$ cat src/rtl/balist_pkg.sv
// balist_pkg: shared constants, codes and structs of the bounded array list engine
// used by bal_store, bal_seq, bounded_array_list_engine and bal_checker
// no dependencies
package balist_pkg;

  localparam int CAPACITY = 32;
  localparam int IDX_W    = $clog2(CAPACITY);
  localparam int CNT_W    = $clog2(CAPACITY + 1);
  localparam int POS_W    = 6;
  localparam int VAL_W    = 32;
  localparam int CMD_W    = 2;
  localparam int STAT_W   = 2;
  localparam int FOUND_W  = 5;
  localparam int FILL_W   = 6;
  localparam int CMP_W    = (POS_W > CNT_W) ? POS_W : CNT_W;

  // stream payload widths, padded to whole bytes
  localparam int S_DATA_BITS = POS_W + VAL_W;
  localparam int S_TDATA_W   = ((S_DATA_BITS + 7) / 8) * 8;
  localparam int M_DATA_BITS = VAL_W + FOUND_W + FILL_W;
  localparam int M_TDATA_W   = ((M_DATA_BITS + 7) / 8) * 8;

  typedef enum logic [CMD_W-1:0] {
    CMD_APPEND = 2'd0,
    CMD_INSERT = 2'd1,
    CMD_DELETE = 2'd2,
    CMD_SEARCH = 2'd3
  } cmd_e;

  typedef enum logic [STAT_W-1:0] {
    STAT_OK     = 2'd0,
    STAT_REJECT = 2'd1,
    STAT_MISS   = 2'd2
  } status_e;

  typedef enum logic [2:0] {
    ST_IDLE,
    ST_DECIDE,
    ST_INSERT,
    ST_DELETE,
    ST_SEARCH,
    ST_FINISH
  } seq_state_e;

  typedef struct packed {
    logic             we;
    logic [IDX_W-1:0] waddr;
    logic [VAL_W-1:0] wdata;
    logic [IDX_W-1:0] raddr;
  } mem_req_t;

  typedef struct packed {
    status_e          status;
    logic [VAL_W-1:0] removed;
    logic [IDX_W-1:0] found;
    logic [CNT_W-1:0] count;
  } result_t;

endpackage

$ cat src/rtl/bal_store.sv
// bal_store: entry memory of the list, one write port and one registered read port
// depends on balist_pkg
module bal_store (
  input  logic                                  clk_i,
  input  balist_pkg::mem_req_t                  req_i,
  output logic [balist_pkg::VAL_W-1:0]          rdata_o
);

  logic [balist_pkg::VAL_W-1:0] mem [balist_pkg::CAPACITY];
  logic [balist_pkg::VAL_W-1:0] rdata_q;

  always_ff @(posedge clk_i) begin
    if (req_i.we) begin
      mem[req_i.waddr] <= req_i.wdata;
    end
    rdata_q <= mem[req_i.raddr];
  end

  assign rdata_o = rdata_q;

endmodule

$ cat src/rtl/bal_seq.sv
// bal_seq: command sequencer with the pointer unit and the key compare
// walks the entry memory one address per cycle; depends on balist_pkg
module bal_seq (
  input  logic                               clk_i,
  input  logic                               rst_ni,
  input  logic                               start_i,
  input  balist_pkg::cmd_e                   cmd_i,
  input  logic [balist_pkg::POS_W-1:0]       pos_i,
  input  logic [balist_pkg::VAL_W-1:0]       val_i,
  output logic                               ready_o,
  output balist_pkg::mem_req_t               mem_o,
  input  logic [balist_pkg::VAL_W-1:0]       rdata_i,
  output balist_pkg::result_t                res_o,
  output logic                               done_o,
  input  logic                               out_free_i
);

  localparam int IDX_W = balist_pkg::IDX_W;
  localparam int CNT_W = balist_pkg::CNT_W;
  localparam int CMP_W = balist_pkg::CMP_W;

  balist_pkg::seq_state_e state_q, state_d;
  balist_pkg::cmd_e        cmd_q, cmd_d;
  balist_pkg::status_e     status_q, status_d;
  logic [balist_pkg::POS_W-1:0] pos_q, pos_d;
  logic [balist_pkg::VAL_W-1:0] val_q, val_d;
  logic [balist_pkg::VAL_W-1:0] removed_q, removed_d;
  logic [CNT_W-1:0]             count_q, count_d;
  logic [CNT_W-1:0]             ptr_q, ptr_d;
  logic [IDX_W-1:0]             rd_addr_q, rd_addr_d;
  logic [IDX_W-1:0]             wr_addr_q, wr_addr_d;
  logic [IDX_W-1:0]             found_q, found_d;
  logic                         rvalid_q, rvalid_d;

  logic [CNT_W-1:0] ptr_inc, ptr_dec;
  logic             not_full, pos_le_count, pos_lt_count, ptr_gt_pos, ptr_lt_count;
  logic             key_hit;

  // shared pointer unit and compares
  assign ptr_inc      = ptr_q + CNT_W'(1);
  assign ptr_dec      = ptr_q - CNT_W'(1);
  assign not_full     = count_q < CNT_W'(balist_pkg::CAPACITY);
  assign pos_le_count = CMP_W'(pos_q) <= CMP_W'(count_q);
  assign pos_lt_count = CMP_W'(pos_q) <  CMP_W'(count_q);
  assign ptr_gt_pos   = CMP_W'(ptr_q) >  CMP_W'(pos_q);
  assign ptr_lt_count = ptr_q < count_q;
  assign key_hit      = rvalid_q && (rdata_i == val_q);

  always_ff @(posedge clk_i or negedge rst_ni) begin
    if (!rst_ni) begin
      state_q  <= balist_pkg::ST_IDLE;
      count_q  <= '0;
      rvalid_q <= 1'b0;
    end else begin
      state_q  <= state_d;
      count_q  <= count_d;
      rvalid_q <= rvalid_d;
    end
  end

  always_ff @(posedge clk_i) begin
    cmd_q     <= cmd_d;
    pos_q     <= pos_d;
    val_q     <= val_d;
    status_q  <= status_d;
    removed_q <= removed_d;
    found_q   <= found_d;
    ptr_q     <= ptr_d;
    rd_addr_q <= rd_addr_d;
    wr_addr_q <= wr_addr_d;
  end

  always_comb begin
    state_d   = state_q;
    cmd_d     = cmd_q;
    pos_d     = pos_q;
    val_d     = val_q;
    status_d  = status_q;
    removed_d = removed_q;
    found_d   = found_q;
    count_d   = count_q;
    ptr_d     = ptr_q;
    rd_addr_d = rd_addr_q;
    wr_addr_d = wr_addr_q;
    rvalid_d  = 1'b0;
    ready_o   = 1'b0;
    done_o    = 1'b0;
    mem_o.we    = 1'b0;
    mem_o.waddr = wr_addr_q;
    mem_o.wdata = rdata_i;
    mem_o.raddr = ptr_q[IDX_W-1:0];

    case (state_q)
      balist_pkg::ST_IDLE: begin
        ready_o = 1'b1;
        if (start_i) begin
          cmd_d   = cmd_i;
          pos_d   = pos_i;
          val_d   = val_i;
          state_d = balist_pkg::ST_DECIDE;
        end
      end

      balist_pkg::ST_DECIDE: begin
        status_d  = balist_pkg::STAT_OK;
        removed_d = '0;
        found_d   = '0;
        state_d   = balist_pkg::ST_FINISH;
        case (cmd_q)
          balist_pkg::CMD_APPEND: begin
            if (not_full) begin
              mem_o.we    = 1'b1;
              mem_o.waddr = count_q[IDX_W-1:0];
              mem_o.wdata = val_q;
              count_d     = count_q + CNT_W'(1);
            end else begin
              status_d = balist_pkg::STAT_REJECT;
            end
          end
          balist_pkg::CMD_INSERT: begin
            if (not_full && pos_le_count) begin
              ptr_d   = count_q;
              state_d = balist_pkg::ST_INSERT;
            end else begin
              status_d = balist_pkg::STAT_REJECT;
            end
          end
          balist_pkg::CMD_DELETE: begin
            if (pos_lt_count) begin
              ptr_d   = CNT_W'(pos_q);
              state_d = balist_pkg::ST_DELETE;
            end else begin
              status_d = balist_pkg::STAT_REJECT;
            end
          end
          balist_pkg::CMD_SEARCH: begin
            ptr_d   = '0;
            state_d = balist_pkg::ST_SEARCH;
          end
          default: begin
            status_d = balist_pkg::STAT_REJECT;
          end
        endcase
      end

      // read downward from the top, write each word one slot higher
      balist_pkg::ST_INSERT: begin
        mem_o.we = rvalid_q;
        if (ptr_gt_pos) begin
          mem_o.raddr = ptr_dec[IDX_W-1:0];
          rvalid_d    = 1'b1;
          wr_addr_d   = ptr_q[IDX_W-1:0];
          ptr_d       = ptr_dec;
        end else if (!rvalid_q) begin
          mem_o.we    = 1'b1;
          mem_o.waddr = pos_q[IDX_W-1:0];
          mem_o.wdata = val_q;
          count_d     = count_q + CNT_W'(1);
          state_d     = balist_pkg::ST_FINISH;
        end
      end

      // read upward from the hole, write each word one slot lower
      balist_pkg::ST_DELETE: begin
        if (rvalid_q) begin
          if (rd_addr_q == pos_q[IDX_W-1:0]) begin
            removed_d = rdata_i;
          end else begin
            mem_o.we = 1'b1;
          end
        end
        if (ptr_lt_count) begin
          rvalid_d  = 1'b1;
          rd_addr_d = ptr_q[IDX_W-1:0];
          wr_addr_d = ptr_dec[IDX_W-1:0];
          ptr_d     = ptr_inc;
        end else if (!rvalid_q) begin
          count_d = count_q - CNT_W'(1);
          state_d = balist_pkg::ST_FINISH;
        end
      end

      balist_pkg::ST_SEARCH: begin
        if (key_hit) begin
          found_d  = rd_addr_q;
          status_d = balist_pkg::STAT_OK;
          state_d  = balist_pkg::ST_FINISH;
        end else if (ptr_lt_count) begin
          rvalid_d  = 1'b1;
          rd_addr_d = ptr_q[IDX_W-1:0];
          ptr_d     = ptr_inc;
        end else if (!rvalid_q) begin
          status_d = balist_pkg::STAT_MISS;
          state_d  = balist_pkg::ST_FINISH;
        end
      end

      balist_pkg::ST_FINISH: begin
        done_o = 1'b1;
        if (out_free_i) begin
          state_d = balist_pkg::ST_IDLE;
        end
      end

      default: begin
        state_d = balist_pkg::ST_IDLE;
      end
    endcase
  end

  assign res_o.status  = status_q;
  assign res_o.removed = removed_q;
  assign res_o.found   = found_q;
  assign res_o.count   = count_q;

endmodule

$ cat src/rtl/bounded_array_list_engine.sv
// bounded_array_list_engine: top level, stream ports and result register
// depends on balist_pkg, bal_store and bal_seq
//
//  channel  | dir | handshake                     | payload
//  s_axis   | in  | s_axis_tvalid / s_axis_tready | tuser command, tdata position, value
//  m_axis   | out | m_axis_tvalid / m_axis_tready | tuser status, tdata removed, found, fill
//
// the single read and single write port of the entry memory moves one word per cycle;
// one command is in work at a time; a new beat is taken while a finished result waits
// on m_axis. reset clears the fill count and control only, entry memory is left as is.
// a stalled m_axis holds the next result in its sequencer
module bounded_array_list_engine (
  input  logic                                clk_i,
  input  logic                                rst_ni,
  input  logic                                s_axis_tvalid,
  output logic                                s_axis_tready,
  // bits: command[1:0]
  input  logic [balist_pkg::CMD_W-1:0]        s_axis_tuser,
  // bits: position[5:0], operand_value[37:6], zero pad
  input  logic [balist_pkg::S_TDATA_W-1:0]    s_axis_tdata,
  output logic                                m_axis_tvalid,
  input  logic                                m_axis_tready,
  // bits: status[1:0]
  output logic [balist_pkg::STAT_W-1:0]       m_axis_tuser,
  // bits: removed_value[31:0], found_position[36:32], fill_count[42:37], zero pad
  output logic [balist_pkg::M_TDATA_W-1:0]    m_axis_tdata
);

  localparam int POS_W = balist_pkg::POS_W;
  localparam int VAL_W = balist_pkg::VAL_W;

  balist_pkg::mem_req_t       mem_req;
  balist_pkg::result_t        res, res_q;
  logic [VAL_W-1:0]           rdata;
  logic                       seq_ready, seq_done, out_free, in_beat;
  logic                       out_valid_q, out_valid_d;

  assign in_beat  = s_axis_tvalid && seq_ready;
  assign out_free = !out_valid_q || m_axis_tready;

  bal_store u_store (
    .clk_i   (clk_i),
    .req_i   (mem_req),
    .rdata_o (rdata)
  );

  bal_seq u_seq (
    .clk_i      (clk_i),
    .rst_ni     (rst_ni),
    .start_i    (in_beat),
    .cmd_i      (balist_pkg::cmd_e'(s_axis_tuser)),
    .pos_i      (s_axis_tdata[POS_W-1:0]),
    .val_i      (s_axis_tdata[POS_W+VAL_W-1:POS_W]),
    .ready_o    (seq_ready),
    .mem_o      (mem_req),
    .rdata_i    (rdata),
    .res_o      (res),
    .done_o     (seq_done),
    .out_free_i (out_free)
  );

  always_comb begin
    out_valid_d = out_valid_q;
    if (m_axis_tready) begin
      out_valid_d = 1'b0;
    end
    if (seq_done && out_free) begin
      out_valid_d = 1'b1;
    end
  end

  always_ff @(posedge clk_i or negedge rst_ni) begin
    if (!rst_ni) begin
      out_valid_q <= 1'b0;
    end else begin
      out_valid_q <= out_valid_d;
    end
  end

  always_ff @(posedge clk_i) begin
    if (seq_done && out_free) begin
      res_q <= res;
    end
  end

  assign s_axis_tready = seq_ready;
  assign m_axis_tvalid = out_valid_q;
  assign m_axis_tuser  = res_q.status;
  assign m_axis_tdata  = balist_pkg::M_TDATA_W'({
                           balist_pkg::FILL_W'(res_q.count),
                           balist_pkg::FOUND_W'(res_q.found),
                           res_q.removed});

endmodule

$ cat config.mk
export PLATFORM = sky130hd
export DESIGN_NAME = bounded_array_list_engine
export DESIGN_NICKNAME = d
export VERILOG_FILES = /design/src/rtl/balist_pkg.sv /design/src/rtl/bal_store.sv /design/src/rtl/bal_seq.sv /design/src/rtl/bounded_array_list_engine.sv
export SDC_FILE = /design/constraint.sdc
export NUM_CORES = 1
export LEC_CHECK = 0
export BUFFER_PORTS_ARGS = -buffer_cell sky130_fd_sc_hd__buf_2
export CORE_MARGIN = 2
export CORE_UTILIZATION = 65
export DETAILED_ROUTE_END_ITERATION = 16
export GPL_ROUTABILITY_DRIVEN = 0
export GPL_TIMING_DRIVEN = 0
export PLACE_DENSITY_LB_ADDON = 0.15
export SYNTH_ARGS = -nofsm -noshare
export SYNTH_HDL_FRONTEND = slang
export SYNTH_HIERARCHICAL = 1
export SYNTH_SLANG_ARGS = --single-unit
export TNS_END_PERCENT = 50
$ cat constraint.sdc
create_clock -name clk_i -period 10.2 [get_ports clk_i]
set_clock_uncertainty 0.15 [all_clocks]
set_input_delay 1.02 -clock clk_i [delete_from_list [all_inputs] [get_ports clk_i]]
set_output_delay 1.02 -clock clk_i [all_outputs]
set_load 0.005 [all_outputs]
; Word level (Yosys, flattened, before mapping)
; Memory sizes are Yosys's and may differ from the RTL's. A register that Yosys moved wholly into a read port is not among the register bits.
; Index checks and enable logic that the tools add are counted.
[totals]
ff_bits = 151
ram_bits = 1024
input_bits = 46
output_inout_bits = 52
wordCells = 143
n_memories = 1
[mem_list]
columns = memory, depth, width, rd, rd_ports_with_merged_regs, write_ports, line_no
row1 = u_store.mem, 32, 32, 1, 1, 1, bal_store.sv:9  ; logic [balist_pkg::VAL_W-1:0] mem [balist_pkg::CAPACITY];
[classes]
addsub = 4
n_lt_le_gt_ge = 5
n_eq_ne = 29
mux = 63
reduce_logical = 24
[ops]
columns = cell, count
row1 = 38-bit 2-to-1 mux, 3
row2 = 37-bit one-hot mux with 2 select lines, 1
row3 = 6-bit 2-to-1 mux, 11
row4 = 32-bit 2-to-1 mux, 2
row5 = 32-bit one-hot mux with 2 select lines, 1
row6 = 37-bit 2-to-1 mux, 1
row7 = 6-bit one-hot mux with 3 select lines, 2
row8 = 5-bit 2-to-1 mux, 7
row9 = 32-bit equality test, 1
row10 = 5-bit one-hot mux with 2 select lines, 3
row11 = 3-bit 2-to-1 mux, 8
row12 = 6-bit one-hot mux with 4 select lines, 1
row13 = 3-bit one-hot mux with 6 select lines, 1
row14 = 2-bit != test (second input constant), 8
row15 = 1-bit 2-to-1 mux, 14
row16 = 6-bit by 1-bit adder with 6-bit output (second input constant), 2
row17 = 6-bit less-than comparator, 2
row18 = 2-bit by 1-bit != test with 1-bit output (second input constant), 6
row19 = 3-bit AND reduction, 4
row20 = 6-bit by 1-bit subtractor with 6-bit output (second input constant), 2
row21 = 2-bit nonzero test, 5
row22 = 3-bit one-hot mux with 3 select lines, 1
row23 = 7-bit AND reduction, 1
row24 = 3-bit by 2-bit equality test with 1-bit output (second input constant), 2
row25 = 24 further kinds, 36

; Depth between registers and ports, before layout
; Gate-level depths: netlist of run 1.
[logic_depth]
ltp_word = 6
ltp_mapped = 15
ltp_nobuf = 13

; Modules after synthesis
; Netlist of run 1, hierarchy kept.
[modules_own_cells]
columns = module, instances, cells_per_inst, area_each_um2, seq_area_each_um2
row1 = bal_store, 1, 2260, 40492.6, 31390.1
row2 = bal_seq, 1, 495, 5978.2, 3103.0
row3 = bounded_array_list_engine, 1, 56, 1452.6, 1376.3

; Worst setup path before layout of run 1
; No wires, ideal clock.
[synth_path]
kind = reg-to-reg
from = register u_seq/pos_q[4] (netlist name)
to = memory u_store/mem[28][0] (netlist name) (enable)
setup_ns = 0.421
arrival_time_ns = 4.156
path_slack_ns = 5.473
path_stages_with_launch = 13
n_path_buf = 2
path_cell_list = edfxtp_1 -> inv_1 -> ha_1 -> a21o_1 -> a21o_1 -> o21a_1 -> nor2_1 -> a21oi_4 -> buf_6 -> a221o_1 -> or3b_2 -> clkbuf_1 -> nor2_1
[synth_lines]
columns = element, line_no
row1 = start: declaration, bal_seq.sv:25  ; logic [balist_pkg::POS_W-1:0] pos_q, pos_d;
row2 = start signal: assignment, bal_seq.sv:63  ; pos_q <= pos_d;
row3 = end: declaration, bal_store.sv:9

==> results.py, run 1 <==
metrics = {
    "synth": {
        "ys_seq_elements": 1207,
        "synth.top_cell.area_share_pct": 72.9,
        "yosys_warnings": 6,
        "syn_area_um2": 47900,
        "synth.top_cells.by_area": "edfxtp_1, mux2i_1, a22oi_1",
        "synth_edf_count": 1164,
        "async_flop_share_pct": 0.911,
        "synth_area_per_cell_um2": 17.0,
        "synth_flop_cell": "edfxtp_1",
        "synthCells": 2811,
        "ys_seq_area_share_pct": 74.8,
        "ys_types": 61,
        "yosysTopAreaCell": "edfxtp_1",
    },
    "routing": {
        "vias": 26393,
        "dr_wl_met2_mm": 54.5,
        "post_drt_wl_per_cell_um": 27.0,
        "met3_wirelength_mm": 9.54,
        "drc": 0,
        "wl_met1_mm": 43.2,
        "drtIter0Drc": 3226,
        "firstDrtPassIters": 5,
        "postRouteWirelength_mm": 111,
        "viasPerCell": 6.43,
        "dr.max_layer_used": "met5",
        "final_antenna_net_count": 0,
    },
    "setup_path": {
        "r2r_setup_slack_ps": 4760,
        "criticalPathCategory": "flop to flop",
        "r2r_cells": 14,
        "path_cells": "inv_1 > ha_1 > nand3b_1 > a21oi_1 > o21ai_1 > nor2_1 > nand2_1 > xnor2_1 > nor2b_1 > buf_4 > clkbuf_1 > a22oi_1 > a31oi_1 > nand3_1",
        "end_kind": "flop",
        "reg2reg_to": "u_store/rdata_o[30]",
        "slowest_stage": "nor2_1",
        "worstPathRequired_ps": 10500,
        "timing.rr.start": "u_seq/ptr_q[0]",
        "arrival_ps": 5740,
        "cp_num_buf_inv": 3,
        "crit_fanout": 10,
        "start_kind": "flop",
        "cp_top_family": "simple AND/OR/NAND/NOR gates",
        "crit_path_max_incr_delay_ps": 630,
    },
    "die": {
        "io_pins": 98,
        "core-area_um2": 73000,
        "start_util_pct": 65.7,
        "die_h_um": 276,
        "die_w_um": 276,
        "die_area_um2": 75900,
        "placement_rows": 99,
    },
    "power": {
        "clkPwrFrac_pct": 24.7,
        "p_switching_mw": 5.60,
        "pwr-share-comb_pct": 33.4,
        "p_sw_share_pct": 34.7,
        "p_leak_nw": 19.1,
        "p_int_mw": 10.5,
        "power_density_nw_per_um2": 299,
        "ir_drop_v": 0.000244,
        "seq_power_share_pct": 41.9,
    },
    "final_layout": {
        "final_layout_size_suffix_gt1_share_pct": 14.1,
        "finalNetCount": 3123,
        "stdcell_count": 4105,
        "syn2layout_area_growth_pct": 12.7,
        "fill_cells": 4188,
        "final_common_cell": "edfxtp_1",
        "final_cell_mix": "edfxtp_1, mux2i_1, nand2_1, buf_2, clkbuf_16",
        "seqCellArea_um2": 35900,
        "multi_input_area_um2": 11300,
    },
    "grt": {
        "antenna_found_initial": 5,
        "grt_start_max_net_pins": 46,
        "grt_pass1_wl_mm": 161,
        "grtUsageTotal_pct": 29.2,
        "overflow": 0,
        "grt_pass1_vias": 26133,
    },
    "sta": {
        "rsz0062_at_grt": "no",
        "hold_violations": 0,
        "setup_viol": 0,
        "worst_pin_slew_ps": 1230,
        "max_freq_mhz": 184,
        "fin_setup_tns_ps": 0,
        "drv_slew": 0,
        "period_share_pct": 53.3,
        "period_needed_ps": 5440,
        "setup_ws_ps": 4760,
        "slew-limit-headroom_pct": 17.2,
    },
    "job": {
        "maxCapViolations": 0,
    },
    "clock_tree": {
        "cts-htree-levels": 3,
        "cts_sinks": 1207,
        "post_cts_resized": 0,
        "ctsHoldBuffers": 0,
        "cts_buffer_depth": 3,
        "cts-buffers-inserted": 115,
        "cts_tree": "done",
        "clk_latency_ps": 670,
        "post_cts_buffers": 0,
        "cts_root_buf": "clkbuf_16",
        "clk_pin_slew_ps": 70,
    },
    "min_path": {
        "worstHoldPathType": "input pin to asynchronous set/reset pin",
    },
    "placed_design": {
        "numPlacedInstances": 3895,
        "place_ws_ps": 5110,
        "dp_hpwl_mm": 73.4,
        "portBuffers": 90,
    },
    "outcome": {
        "status": "finished, final reports clean",
    },
}
final cells by class:
cell class / instances / share of cell area, %
Clock buffer: 158 / 5.78
Buffer: 157 / 1.72
Timing Repair Buffer: 121 / 1.98
Antenna cell: 4 / 0.0185
Multi-Input combinational cell: 1431 / 21.0
Tap cell: 959 / 2.22
Sequential cell: 1207 / 66.4
Clock inverter: 48 / 0.735
Inverter: 20 / 0.139
logic make-up after synthesis:
group | Yosys count | share of synthesized area [%]
flip-flops | 1207 | 74.8
multiplexers | 546 | 11.7
AND/OR/NAND/NOR | 423 | 4.32
AO/OA/AOI/OAI | 374 | 5.33
buffers and inverters | 177 | 2.09
XOR/XNOR | 59 | 1.08
adder cells (fa/ha/maj) | 24 | 0.642
other | 1 | 0.00782
flip-flops by register name, summed over array words and instances, names as in the netlist:
signal	cells
u_seq/rvalid_q	1
m_axis_tdata	43
u_seq/state_q	3
u_seq/found_q	5
u_store/rdata_o	32
u_seq/rd_addr_q	5
u_seq/count_q	6
u_seq/status_q	2
u_seq/removed_q	32
u_seq/pos_q	6
u_seq/val_q	32
m_axis_tuser	2
u_seq/cmd_q	2
m_axis_tvalid	1
u_seq/ptr_q	6
u_seq/wr_addr_q	5
u_store/mem	1024
Yosys cell counts (38+ instances only):
library cell,n
a21oi_1,115
a22o_1,64
a22oi_1,97
and3_1,38
buf_4,40
clkbuf_1,59
edfxtp_1,1164
mux2i_1,513
nand2_1,124
nand3_1,107
nor2_1,52
nor3_1,42
xor2_1,41
power by group through the flow:
stage	clock network, mW	registers [mW]	logic [mW]
2_1_floorplan	0	6.77	3.39
3_3_place_gp	0	6.85	5.08
3_5_place_dp	0	6.86	5.28
4_1_cts	4.04	6.76	5.31
5_1_grt	4.23	6.78	5.70
6_report	3.99	6.76	5.40
worst register-to-register path, delay by kind of cell, from the launching register on:
kind | cells | cell delay [ps]
AND/OR/NAND/NOR | 5 | 1510
buffers and inverters | 3 | 1110
AO/OA/AOI/OAI | 4 | 1100
XOR/XNOR | 1 | 620
flip-flops | 1 | 500
adder cells (fa/ha/maj) | 1 | 220
per-stage QoR:
step | utilization (%) | total power, mW | hold WS (ps) | cell area (um2)
after floorplan | - | 10.2 | 250 | 47900
after global placement | 68.0 | 11.9 | 253 | 49600
after detailed placement | 69.2 | 12.1 | 255 | 50500
after CTS | 74.0 | 16.1 | 62.9 | 54000
after global routing | 74.0 | 16.7 | 86.4 | 54000
final | 74.0 | 16.1 | 88.1 | 54000
layer usage:
layer	track usage, %	vias up
met4	9.39	6
met1	39.4	13289
met3	5.30	246
met5	0	-
li1	-	11520
met2	48.7	1332
worst max-delay path by stage:
| stage | start | endpoint | slack [ps] | cells past startpoint |
|---|---|---|---|---|
| 6_report | u_seq/ptr_q[0] | u_store/rdata_o[30] | 4760 | 14 |
| 5_1_grt | u_seq/ptr_q[0] | u_store/rdata_o[30] | 4640 | 14 |
| 4_1_cts | u_seq/ptr_q[0] | u_store/mem[29][9] | 5050 | 11 |
| 3_5_place_dp | u_seq/ptr_q[0] | u_store/rdata_o[26] | 5110 | 14 |
| 3_3_place_gp | u_seq/ptr_q[0] | u_store/mem[20][13] | 3700 | 12 |
| 2_1_floorplan | u_seq/pos_q[4] | u_store/mem[28][0] | 5470 | 12 |
(Power assumes the default switching activity.)
==> run 2, diff against run 1 <==
--- a/config.mk
+++ b/config.mk
@@ -7,7 +7,7 @@
 export LEC_CHECK = 0
 export BUFFER_PORTS_ARGS = -buffer_cell sky130_fd_sc_hd__buf_2
 export CORE_MARGIN = 2
-export CORE_UTILIZATION = 65
+export CORE_UTILIZATION = 62
 export DETAILED_ROUTE_END_ITERATION = 16
 export GPL_ROUTABILITY_DRIVEN = 0
 export GPL_TIMING_DRIVEN = 0
==> constraint.sdc (replaced) <==
create_clock -name clk_i -period 5.1 [get_ports clk_i]
set_clock_uncertainty 0.15 [all_clocks]
set_input_delay 0.51 -clock clk_i [delete_from_list [all_inputs] [get_ports clk_i]]
set_output_delay 0.51 -clock clk_i [all_outputs]
set_load 0.005 [all_outputs]
==> run 2 against run 1 <==
  * Critical path type unchanged
  * First-iteration DRC count grew 3.0%
  * Core utilization decreased by 2.0 points
  * Flip-flop and latch count unchanged
  * The run now ends with setup timing left
  * Critical endpoint is now u_store/mem[28][18]
  * Total power increased by 100%
==> results.py, run 2 (same netlist as run 1, synthesis figures left out) <==
metrics = {
    "routing": {
        "vias": 26554,
        "viasPerCell": 6.27,
        "drtIter0Drc": 3323,
        "final_antenna_net_count": 0,
        "postRouteWirelength_mm": 112,
        "drc": 0,
        "post_drt_wl_per_cell_um": 26.4,
        "firstDrtPassIters": 6,
    },
    "sta": {
        "whs_ps": 87.4,
        "period_needed_ps": 5120,
        "hold_violations": 0,
        "max_freq_mhz": 195,
        "period_share_pct": 100,
        "setup_ws_ps": -15.7,
        "rsz0062_at_grt": "yes",
        "slew-limit-headroom_pct": 9.50,
        "setup_viol": 18,
        "drv_slew": 0,
        "worst_pin_slew_ps": 1350,
    },
    "die": {
        "start_util_pct": 62.9,
        "io_pins": 98,
        "die_w_um": 282,
        "die_h_um": 282,
        "placement_rows": 101,
        "core-area_um2": 76200,
        "die_area_um2": 79500,
    },
    "grt": {
        "overflow": 0,
        "grt_start_max_net_pins": 46,
        "grt_pass1_wl_mm": 162,
        "grtUsageTotal_pct": 28.1,
        "grt_pass1_vias": 26108,
        "antenna_found_initial": 2,
    },
    "final_layout": {
        "final_common_cell": "edfxtp_1",
        "largest_reg_flops": 1024,
        "final_util_pct": 72.0,
        "syn2layout_area_growth_pct": 14.4,
        "largest-register": "u_store/mem",
        "final_layout_size_suffix_gt1_share_pct": 15.0,
        "finalNetCount": 3176,
        "final_cell_mix": "edfxtp_1, mux2i_1, nand2_1, buf_2, clkbuf_16",
    },
    "outcome": {
        "status": "finished, violations left",
        "violations": "setup timing",
    },
    "clock_tree": {
        "cts_sinks": 1207,
        "clk_pin_slew_ps": 60,
        "cts_tree": "done",
        "cts_buffer_depth": 3,
        "cts_root_buf": "clkbuf_16",
        "cts-buffers-inserted": 117,
        "cts-htree-levels": 3,
        "clk_latency_ps": 690,
    },
    "job": {
        "maxCapViolations": 0,
    },
    "setup_path": {
        "worstPathRequired_ps": 5250,
        "end_kind": "flop",
        "criticalPathCategory": "flop to flop",
        "timing.rr.start": "u_seq/pos_q[4]",
        "arrival_ps": 5270,
        "crit_fanout": 32,
        "start_kind": "flop",
        "cp-startpoint": "u_seq/pos_q[4]",
    },
    "power": {
        "power_density_nw_per_um2": 598,
        "p_leak_nw": 19.5,
        "ir_drop_v": 0.000497,
    },
    "placed_design": {
        "place_ws_ps": -93.7,
        "dp_hpwl_mm": 73.7,
        "portBuffers": 90,
    },
    "min_path": {
        "worstHoldPathType": "input pin to asynchronous set/reset pin",
    },
}
run 2: changes by cell type in the layout (fill, tap and decap cells not counted), sizes merged:
cell and change:
clkinv +16, clkbuf -7, inv +1, nor2 +1, dlygate4sd3 +42, buf +9
clkinvlp -3, bufinv +4, diode -2
run 2: critical path, stage by stage (launching register included):
cell	delay, ps
edfxtp_1	460
inv_1	90
ha_1	320
a21o_1	160
a21o_1	180
o21ai_1	500
nor2_1	80
o31ai_1	770
or3b_2	500
buf_1	500
nor2_4	970
run 2: cell type report:
class                   instances  area, um2
flip-flops and latches       1207      35900
fillers                      4626      21400
multi-input cells            1432      11400
clock buffers                 152       3140
repair buffers                171       1550
well taps                    1030       1290
plain buffers                 157        937
clock inverters                66        629
inverters                      20       75.1
diodes                          2       5.00
run 2: layer usage:
metal | share of wire (%) | up-vias | wire, um | global-route usage, %
li1 | - | 11620 | - | -
met1 | 40 | 13458 | 45000 | 39.2
met2 | 49 | 1260 | 54700 | 46.3
met3 | 8.0 | 216 | 8960 | 4.49
met4 | 2.8 | 0 | 3100 | 8.16
met5 | 0 | - | 0 | 0
run 2: final timing paths:
check / slack [ps] / to / cells after the start
min in group clk_i: 260 / u_seq/state_q[0] / 5
hold / removal: 90 / u_seq/count_q[4] / 2
max in group asynchronous: 4460 / u_seq/count_q[1] / 2
setup / recovery: -20 / u_store/mem[28][18] / 10
hold reg to reg: 270 / m_axis_tdata[34] / 0
setup reg to reg: -20 / u_store/mem[28][18] / 10
run 2: power breakdown:
part           leakage [nW]  internal, mW  total [mW]  switching (mW)
logic                  6.75          3.47        11.0            7.48
registers              10.9          13.1        13.5           0.363
clock network          1.85          4.84        8.37            3.53
run 2: per-stage QoR:
step | TNS (ps) | power (mW) | instances | cell area, um2
after global routing | -4580 | 34.0 | 4235 | 54800
after detailed placement | -5790 | 24.3 | 3966 | 50600
final | -197 | 32.8 | 4237 | 54800
after CTS | 0 | 32.7 | 4226 | 54800
after floorplan | 0 | 20.3 | 2815 | 47900
after global placement | -1159890 | 23.9 | 3935 | 49700
run 2: repair_timing:
item                                    in CTS  in global routing
hold buffers                                42                  0
setup buffers                                0                  8
endpoints found under the setup margin      81                 96
pin swaps                                    1                  1
cloned                                       0                  1
gates resized for setup                      7                 12
hold endpoints to repair                    52                  0
